==> src/design/ltmm_ram.sv <==
`default_nettype none
module ltmm_ram #(
  parameter int WIDTH = 32,
  parameter int DEPTH = 36,
  localparam int AW = (DEPTH > 1) ? $clog2(DEPTH) : 1
) (
  input  logic             clk,
  input  logic             we,
  input  logic [AW-1:0]    waddr,
  input  logic [WIDTH-1:0] wdata,
  input  logic             re,
  input  logic [AW-1:0]    raddr,
  output logic [WIDTH-1:0] rdata
);

  logic [WIDTH-1:0] mem [DEPTH];

  always_ff @(posedge clk) begin
    if (we) begin
      mem[waddr] <= wdata;
    end
    if (re) begin
      rdata <= mem[raddr];
    end
  end

endmodule
`default_nettype wire

==> config.mk <==
export PLATFORM = sky130hd
export DESIGN_NAME = ltmm_ram
export DESIGN_NICKNAME = d
export VERILOG_FILES = /design/src/design/ltmm_ram.sv
export SDC_FILE = /design/constraint.sdc
export NUM_CORES = 1
export LEC_CHECK = 0
export BUFFER_PORTS_ARGS = -buffer_cell sky130_fd_sc_hd__buf_2
export CORE_MARGIN = 2
export CORE_UTILIZATION = 35
export CTS_CLUSTER_DIAMETER = 100
export DETAILED_ROUTE_END_ITERATION = 10
export PLACE_DENSITY = 0.46
export RECOVER_POWER = 25
export SYNTH_ARGS = -nofsm -noshare
export SYNTH_HDL_FRONTEND = slang
export SYNTH_SLANG_ARGS = --single-unit
==> constraint.sdc <==
create_clock -name clk -period 3.4 [get_ports clk]
set_input_delay 0.17 -clock clk [delete_from_list [all_inputs] [get_ports clk]]
set_output_delay 0.17 -clock clk [all_outputs]
set_load 0.02 [all_outputs]
==> impl_metrics.ini, run 1 <==
[status]
outcome = finished, violations left
violations = max-capacitance violations, max-slew violations

[power_and_ir_drop]
powerDensity_mw_per_mm2 = 584
peakVddDrop_uv = 463
total_power_mw = 31.5
p_leak_nw = 18.2

[worst_setup_path]
crit_slowest_cell = clkbuf_1
reg2reg_depth = 5
crit_arrival_ps = 2880
reg2reg_slack_ps = 1310
slowest_delay_ps = 2080
worstSetupEndpointType = flip-flop
path_cells = clkbuf_1 -> buf_4
path_class = primary input to flip-flop
required_ps = 3830
start_kind = primary input
cp_num_cells = 2
crit_fanout = 23
worst-path-buf-inv = 2
crit_family = buffers and inverters

[hold_path]
min_path_cells = 3
min_path_type = primary input to flip-flop

[cts]
hold_buffers = 31
cts_resized = 0
insertion_delay_ps = 770
cts_tree = yes
htreeDepth = 4
clockBufferDepth = 3
postCtsSetupBuffers = 0
cts_num_sinks = 1184
cts.clk_slew.worst_paths_ps = 60
cts-buffers-inserted = 133
cts-root-buf = clkbuf_16

[synthesis]
yosysWarnings = 0
yosys-top-cells-count = 1,184 x edfxtp_1, 512 x mux2i_1, 128 x a22oi_1, 64 x a21oi_1, 64 x a22o_1
ys_types = 27
syn_area_mm2 = 0.0460
yosys.area.top_type = edfxtp_1
synth.most_common_cell = edfxtp_1
syn_nets = 2392
yosys_register_bits = 1184
synth_area_leaders = edfxtp_1 77%, mux2i_1 11%, a22oi_1 2.1%
synth_edf_count = 1184
synth_async_sr_flop_share = 0
synth_top_cell_area_share = 0.772
synth_seq_area_share = 0.772
ys.flop_type = edfxtp_1
syn_avg_cell_area_um2 = 19.6
postSynthCellCount = 2345

[global_routing]
grt_overflow = 0
track_usage = 0.194
grt_pass1_wl_um = 184000
grt_max_degree = 94
first_global_vias = 24000
antenna_found_initial = 7

[detailed_routing]
wl_met2_um = 63400
ant_nets = 0
vias = 23600
met1_length_um = 59700
avgViaCountPerCell = 5.33
top_layer_used = met5
drcViolationCount = 0
avgRoutedWirePerCell_um = 29.6
firstDrtPassIters = 7
dr_wl_met3_um = 5560
drtIter0Drc = 2028
wl_um = 131000

[layout]
final_nets = 2624
seq_area_mm2 = 0.0356
multi_input_area_mm2 = 0.00999
n_fill_cell = 11700
drive_above_1_share = 0.197
fin_cells = 4426
area_delta_synth_final_pct = 17.1

[die]
die_h_um = 367
rows = 133
core_area_mm2 = 0.131
ioPinCount = 79
die_w_um = 367
die_area_mm2 = 0.134
start_util = 0.352

[sta]
finalCritPeriodShare = 0.719
report.final.slew_viol_count = 319
hold_violations = 0
tns_ps = 0
finalCriticalPeriod_ps = 2450
fin_worst_skew_ps = 23.0
relSlewSlack = -1.01
setup_viol = 0
worst_pin_slew_ps = 3020
grt_setup_unrepaired = no
clock.fmax_ghz = 0.409

[placement]
portBuffers = 78
dpl.hpwl_um = 73400
post-place-cells = 4166
place.gp.congestion = 0.766

[job]
maxCapViolations = 9
-- state kept, by name (all words and copies together) (netlist names) --
| signal | cells |
|---|---|
| mem | 1152 |
| rdata | 32 |
-- power by group --
group	switching, mW	leakage, nW	internal [mW]
sequential	0.0588	10.7	16.2
combinational	1.08	5.54	0.582
clock	5.67	2.00	7.90
total	6.81	18.2	24.7
-- routing by layer --
metal | global-route usage | vias up
met3 | 0.0285 | 160
met2 | 0.316 | 558
li1 | - | 10200
met4 | 0.0507 | 6
met5 | 0 | -
met1 | 0.271 | 12700
-- per-stage QoR --
| stage | setup slack, ps | util | hold slack (ps) | area, um^2 |
|---|---|---|---|---|
| floorplan | 903 | - | 269 | 46000 |
| global placement | 656 | 0.378 | 639 | 49500 |
| detailed placement | 659 | 0.378 | 630 | 49500 |
| CTS | 1290 | 0.412 | 15.9 | 53900 |
| global route | 1040 | 0.412 | 75.8 | 53900 |
| finish | 954 | 0.412 | 84.3 | 53900 |
-- final cells by class --
type                       count  share of cell area
timing repair buffer         238              0.0386
clock buffer                 165              0.0663
multi-input combinational   1020               0.185
antenna                        1           0.0000464
clock inverter                63             0.00961
sequential                  1184               0.659
tap                         1755              0.0407
-- cell families (layout without fill, tap and decap cells) --
logic type | after synthesis | count (layout) | synth area share
flip-flops | 1184 | 1184 | 0.772
multiplexers | 544 | 544 | 0.127
AO/OA/AOI/OAI | 384 | 384 | 0.0748
buffers and inverters | 141 | 466 | 0.0175
AND/OR/NAND/NOR | 92 | 92 | 0.00864
other | 0 | 1 | 0
-- cells in the final DEF (no fill, tap or decap), drive strengths merged --
| cell type | Yosys | layout |
|---|---|---|
| a21oi | 64 | 64 |
| a221oi | 64 | 64 |
| a22o | 64 | 64 |
| a22oi | 128 | 128 |
| and2 | 1 | 1 |
| buf | 79 | 187 |
| bufinv | 0 | 6 |
| clkbuf | 62 | 185 |
| clkinv | 0 | 49 |
| clkinvlp | 0 | 3 |
| diode | 0 | 1 |
| dlygate4sd3 | 0 | 31 |
| edfxtp | 1184 | 1184 |
| inv | 0 | 5 |
| mux2i | 512 | 512 |
| mux4 | 32 | 32 |
| nand2 | 35 | 35 |
| nand2b | 2 | 2 |
| nand3 | 3 | 3 |
| nand3b | 5 | 5 |
| nor2 | 39 | 39 |
| nor2b | 3 | 3 |
| o22ai | 32 | 32 |
| o41ai | 32 | 32 |
| or2 | 1 | 1 |
| or3 | 1 | 1 |
| or3b | 2 | 2 |
-- final timing paths --
check                                 from   endpoint
worst max-delay path                    re   rdata[1]
worst min-delay path              raddr[5]  rdata[20]
worst max register to register  mem[29][3]   rdata[3]
worst min register to register  mem[32][0]   rdata[0]
-- worst min-delay path: stages --
cell	delay, ps
buf_4	270
nand2_1	150
o41ai_2	60
(Power assumes the default switching activity.)
==> run 2: changes to the inputs <==
--- a/config.mk
+++ b/config.mk
@@ -5,6 +5,7 @@
 export SDC_FILE = /design/constraint.sdc
 export NUM_CORES = 1
 export LEC_CHECK = 0
+export ABC_AREA = 1
 export BUFFER_PORTS_ARGS = -buffer_cell sky130_fd_sc_hd__buf_2
 export CORE_MARGIN = 2
 export CORE_UTILIZATION = 35
==> constraint.sdc (replaced) <==
create_clock -name clk -period 2.4 [get_ports clk]
set_input_delay 0.12 -clock clk [delete_from_list [all_inputs] [get_ports clk]]
set_output_delay 0.12 -clock clk [all_outputs]
set_load 0.02 [all_outputs]
==> run 2 against run 1 <==
- the run still ends with max-capacitance violations, max-slew violations left
- combinational power up 64%
- synthesized area up 3.3%
- flip-flop and latch count unchanged
- worst hold slack improved by 81 ps
- clock skew is 2.2 ps lower
- largest cell class unchanged
- highest routed layer is now met4
==> impl_metrics.ini, run 2 <==
[status]
outcome = finished, violations left
violations = max-capacitance violations, max-slew violations

[hold_path]
min_from = raddr[0]
min_path_type = primary input to flip-flop

[cts]
cts.clk_slew.worst_paths_ps = 60
cts-root-buf = clkbuf_16
insertion_delay_ps = 740
cts-buffers-inserted = 134
cts_num_sinks = 1184
cts_tree = yes
clockBufferDepth = 3
htreeDepth = 4

[layout]
area_delta_synth_final_pct = 16.0
postLayoutCoreUtil = 0.408
largest_reg_flops = 1152
final_nets = 4067
largest-register = mem
reg_top3 = mem (1152), rdata (32)
final_cell_mix = 1,346 x nand2_1, 1,184 x edfxtp_1, 875 x nand3_1, 140 x clkbuf_16, 94 x buf_4
drive_above_1_share = 0.102
layout_commonest_cell = nand2_1

[detailed_routing]
ant_nets = 0
avgViaCountPerCell = 5.19
drtIter0Drc = 3087
wl_um = 150000
avgRoutedWirePerCell_um = 25.5
vias = 30600
drcViolationCount = 0
firstDrtPassIters = 5

[job]
maxCapViolations = 13

[synthesis]
yosysWarnings = 0
postSynthCellCount = 3860
ys_types = 17
synth_compound_area_frac = 0.0109
synth_area_leaders = edfxtp_1 75%, nand2_1 11%, nand3_1 9.2%
synth.most_common_cell = nand2_1
syn_nets = 3907
synthAdderAreaFrac = 0
yosys.area.top_type = edfxtp_1
synth_edf_count = 1184
syn_avg_cell_area_um2 = 12.3
synth_async_sr_flop_share = 0
ys.flop_type = edfxtp_1
yosys-top-cells-count = 1,346 x nand2_1, 1,184 x edfxtp_1, 875 x nand3_1, 104 x buf_2, 103 x nor2_1
yosys_register_bits = 1184
synth_xor_area_frac = 0
synth_seq_area_share = 0.748
yosys.area_share.simple = 0.206
synth_top_family_by_area = simple AND/OR/NAND/NOR gates
synthMuxAreaShare = 0
synth_top_cell_area_share = 0.748
syn_area_mm2 = 0.0475

[power_and_ir_drop]
powerDensity_mw_per_mm2 = 824
peakVddDrop_uv = 637
p_leak_nw = 19.5

[die]
ioPinCount = 79
rows = 135
die_h_um = 373
start_util = 0.352
core_area_mm2 = 0.135
die_area_mm2 = 0.139
die_w_um = 373

[placement]
detailedPlace.worstSlack_ps = 278
dpl.hpwl_um = 80000
portBuffers = 78
place.gp.congestion = 0.760

[worst_setup_path]
crit_start = waddr[5]
regToRegEndpoint = rdata[28]
start_kind = primary input
r2r-start = mem[30][28]
crit_arrival_ps = 2420
worstSetupEndpointType = flip-flop
reg2reg_depth = 9
reg2reg_slack_ps = 550
required_ps = 2710
path_class = primary input to flip-flop
crit_fanout = 17
crit_end = mem[11][20]

[global_routing]
first_global_vias = 29600
antenna_found_initial = 5
track_usage = 0.217
grt_overflow = 0
grt_pass1_wl_um = 215000
grt_max_degree = 121

[sta]
grt_setup_unrepaired = no
worst_slack_ps = 293
fin_worst_skew_ps = 20.7
hold_violations = 0
finalCritPeriodShare = 0.878
setup_viol = 0
report.final.slew_viol_count = 399
worst_pin_slew_ps = 2010
relSlewSlack = -0.337
tns_ps = 0
clock.fmax_ghz = 0.475
finalCriticalPeriod_ps = 2110
## run 2: cell types whose count changed in the layout (fill, tap and decap cells not counted), moves of 20 or more
cell      change
mux4_2       -32
o21ai_0      +44
nand2_1    +1312
a21oi_1      -64
a221oi_2     -51
nand3_1     +872
nor2_1       +67
a22o_1       -64
o21ai_1      +20
mux2i_1     -512
o41ai_2      -32
a22oi_1     -128
## run 2: timing repair
action | 4_1_cts | 5_1_grt
buffers inserted | 0 | 0
hold endpoints to repair | 1157 | 0
hold buffers | 35 | 0
gates resized for setup | 0 | 0
## run 2: layout make-up
type | instances | area [um^2]
Fill cell | 12700 | 80000
Sequential cell | 1184 | 35600
Multi-Input combinational cell | 2420 | 10600
Clock buffer | 169 | 3610
Timing Repair Buffer | 269 | 2550
Tap cell | 1781 | 2230
Clock inverter | 69 | 537
Inverter | 11 | 86.3
Antenna cell | 1 | 2.50
## run 2: layer usage
layer  vias to the layer above  track usage  wire length [um]
met3                       203       0.0316              7840
met1                     15600        0.308             68400
met5                         -            0                 0
met2                       816        0.341             70000
li1                      14000            -                 -
met4                         0       0.0707              4330
## run 2: worst min-delay path by stage
stage	end	slack (ps)	cells after the start
floorplan	mem[0][0]	220	0
global placement	rdata[14]	570	1
detailed placement	rdata[14]	560	1
CTS	rdata[22]	30	2
global route	rdata[13]	180	6
finish	rdata[13]	170	6
## run 2: power by group
| part | internal (mW) | switching (mW) |
|---|---|---|
| Clock | 11.4 | 8.24 |
| Combinational | 0.743 | 1.98 |
| Sequential | 23.0 | 0.105 |
## run 2: cell families after synthesis
group / Yosys count
AOI/OAI and AO/OA: 96
and+or+nand+nor: 2324
DFF: 1184
buffers and inverters: 256
## run 2: metrics by stage
step / area [um^2] / hold slack [ps] / instances / total power [mW]
global placement: 50800 / 567 / 5630 / 26.2
finish: 55200 / 165 / 5904 / 45.4
global route: 55200 / 184 / 5903 / 46.8
CTS: 55300 / 35.0 / 5903 / 45.9
floorplan: 47500 / 219 / 3860 / 25.0
detailed placement: 50800 / 563 / 5630 / 26.2
## run 2: worst max-delay path: stages
cell and delay [ps]:
buf_2 110, nor2_1 130, nand3_1 80, clkbuf_2 310
nor2_4 180, clkbuf_1 1440
==> run 3: changes to the inputs <==
--- a/config.mk
+++ b/config.mk
@@ -8,10 +8,10 @@
 export ABC_AREA = 1
 export BUFFER_PORTS_ARGS = -buffer_cell sky130_fd_sc_hd__buf_2
 export CORE_MARGIN = 2
-export CORE_UTILIZATION = 35
+export CORE_UTILIZATION = 47
 export CTS_CLUSTER_DIAMETER = 100
 export DETAILED_ROUTE_END_ITERATION = 10
-export PLACE_DENSITY = 0.46
+export PLACE_DENSITY = 0.59
 export RECOVER_POWER = 25
 export SYNTH_ARGS = -nofsm -noshare
 export SYNTH_HDL_FRONTEND = slang
==> run 3 against run 2 <==
- the run still ends with max-capacitance violations, max-slew violations left
- die area decreased by 25%
- utilization is 13 points higher
- cell count is 9.1% lower
- combinational power down 5%
- worst setup slack improved by 240 ps
==> impl_metrics.ini, run 3 (synthesized netlist as in run 2, its figures left out) <==
[status]
outcome = finished, violations left
violations = max-capacitance violations, max-slew violations

[cts]
clockBufferDepth = 3
cts.clk_slew.worst_paths_ps = 60
cts-root-buf = clkbuf_16
cts_tree = yes
postCtsSetupBuffers = 0
cts-buffers-inserted = 120
cts_num_sinks = 1184
htreeDepth = 3
insertion_delay_ps = 710

[global_routing]
first_global_vias = 29300
grt_overflow = 0
track_usage = 0.259
grt_pass1_wl_um = 197000
antenna_found_initial = 3
grt_max_degree = 101

[power_and_ir_drop]
p_leak_nw = 19.0
peakVddDrop_uv = 601
powerDensity_mw_per_mm2 = 809

[worst_setup_path]
crit_arrival_ps = 2160
required_ps = 2690
worstSetupEndpointType = flip-flop
path_cells = clkbuf_1 -> inv_1 -> nor2_1 -> nand3_1 -> clkbuf_2 -> nor2_4 -> clkbuf_2
reg2reg_slack_ps = 1000
slowest_delay_ps = 1190
start_kind = primary input
cp_common_cell = clkbuf_2
crit_slowest_cell = clkbuf_2
crit_fanout = 32
path_class = primary input to flip-flop

[sta]
report.final.slew_viol_count = 217
finalCritPeriodShare = 0.779
finalCriticalPeriod_ps = 1870
fin_worst_skew_ps = 29.0
setup_viol = 0
grt_setup_unrepaired = no
clock.fmax_ghz = 0.535
relSlewSlack = -0.155
hold_violations = 0
worst_pin_slew_ps = 1730
worst_slack_ps = 531
tns_ps = 0

[detailed_routing]
firstDrtPassIters = 6
wl_um = 134000
drtIter0Drc = 3400
drcViolationCount = 0
avgRoutedWirePerCell_um = 25.0
ant_nets = 0
vias = 30700
avgViaCountPerCell = 5.72

[die]
ioPinCount = 79
die_w_um = 322
start_util = 0.475
die_h_um = 322
rows = 116
die_area_mm2 = 0.104
core_area_mm2 = 0.100

[layout]
drive_above_1_share = 0.0893
final_cell_mix = 1,346 x nand2_1, 1,184 x edfxtp_1, 875 x nand3_1, 121 x clkbuf_16, 69 x nor2_1
final_nets = 4012
largest_reg_flops = 1152
area_delta_synth_final_pct = 13.1
largest-register = mem
reg_top3 = mem (1152), rdata (32)
layout_commonest_cell = nand2_1

[placement]
place.gp.congestion = 0.777
detailedPlace.worstSlack_ps = 389
dpl.hpwl_um = 69500
portBuffers = 78

[job]
maxCapViolations = 6

[hold_path]
min_path_type = primary input to flip-flop
-- run 3: power breakdown --
| part | internal [mW] | switching [mW] |
|---|---|---|
| Combinational | 0.702 | 1.89 |
| Clock | 10.1 | 7.76 |
| Sequential | 23.0 | 0.110 |
| Total | 33.7 | 9.76 |
-- run 3: final timing paths --
path                              endpoint   startpoint  cells after the start
worst min register to register    rdata[0]   mem[32][0]                      4
worst max register to register   rdata[24]  mem[19][24]                      8
worst min-delay path             rdata[20]     raddr[5]                      5
worst max-delay path            mem[27][8]     waddr[4]                      7
-- run 3: cell type report --
cell class / count / area (um^2)
Fill cell: 8358 / 46300
Sequential cell: 1184 / 35600
Multi-Input combinational cell: 2420 / 10600
Clock buffer: 152 / 3140
Timing Repair Buffer: 228 / 2210
Tap cell: 1298 / 1620
Clock inverter: 71 / 583
Inverter: 11 / 85.1
Antenna cell: 1 / 2.50
-- run 3: worst max-delay path, delay by kind of cell --
kind                   cells  cell delay (ps)
buffers and inverters      4             1640
AND/OR/NAND/NOR            3              340
-- run 3: metal layers --
metal  up-vias  part of all wire  track usage
met5         -           0.00020            0
met4         4             0.032       0.0836
met3       234             0.072       0.0353
met2      1252              0.47        0.409
met1     15300              0.43        0.374
li1      13900                 -            -
-- run 3: what timing repair did --
| action | 4_1_cts | 5_1_grt |
|---|---|---|
| gates resized for setup | 0 | 0 |
| endpoints found under the setup margin | 0 | 0 |
| hold endpoints to repair | 1104 | 0 |
| hold buffers | 32 | 0 |
-- run 3: metrics by stage --
| stage | utilization | instance area [um^2] | power [mW] | instances | hold slack, ps |
|---|---|---|---|---|---|
| final | 0.537 | 53800 | 43.5 | 5365 | 58.0 |
| after global routing | 0.537 | 53800 | 44.7 | 5364 | 61.3 |
| after CTS | 0.538 | 53900 | 43.7 | 5364 | 0.584 |
| after detailed placement | 0.498 | 49800 | 26.1 | 5109 | 538 |
| after global placement | 0.498 | 49800 | 26.0 | 5109 | 532 |
| after floorplan | - | 47500 | 25.0 | 3860 | 219 |
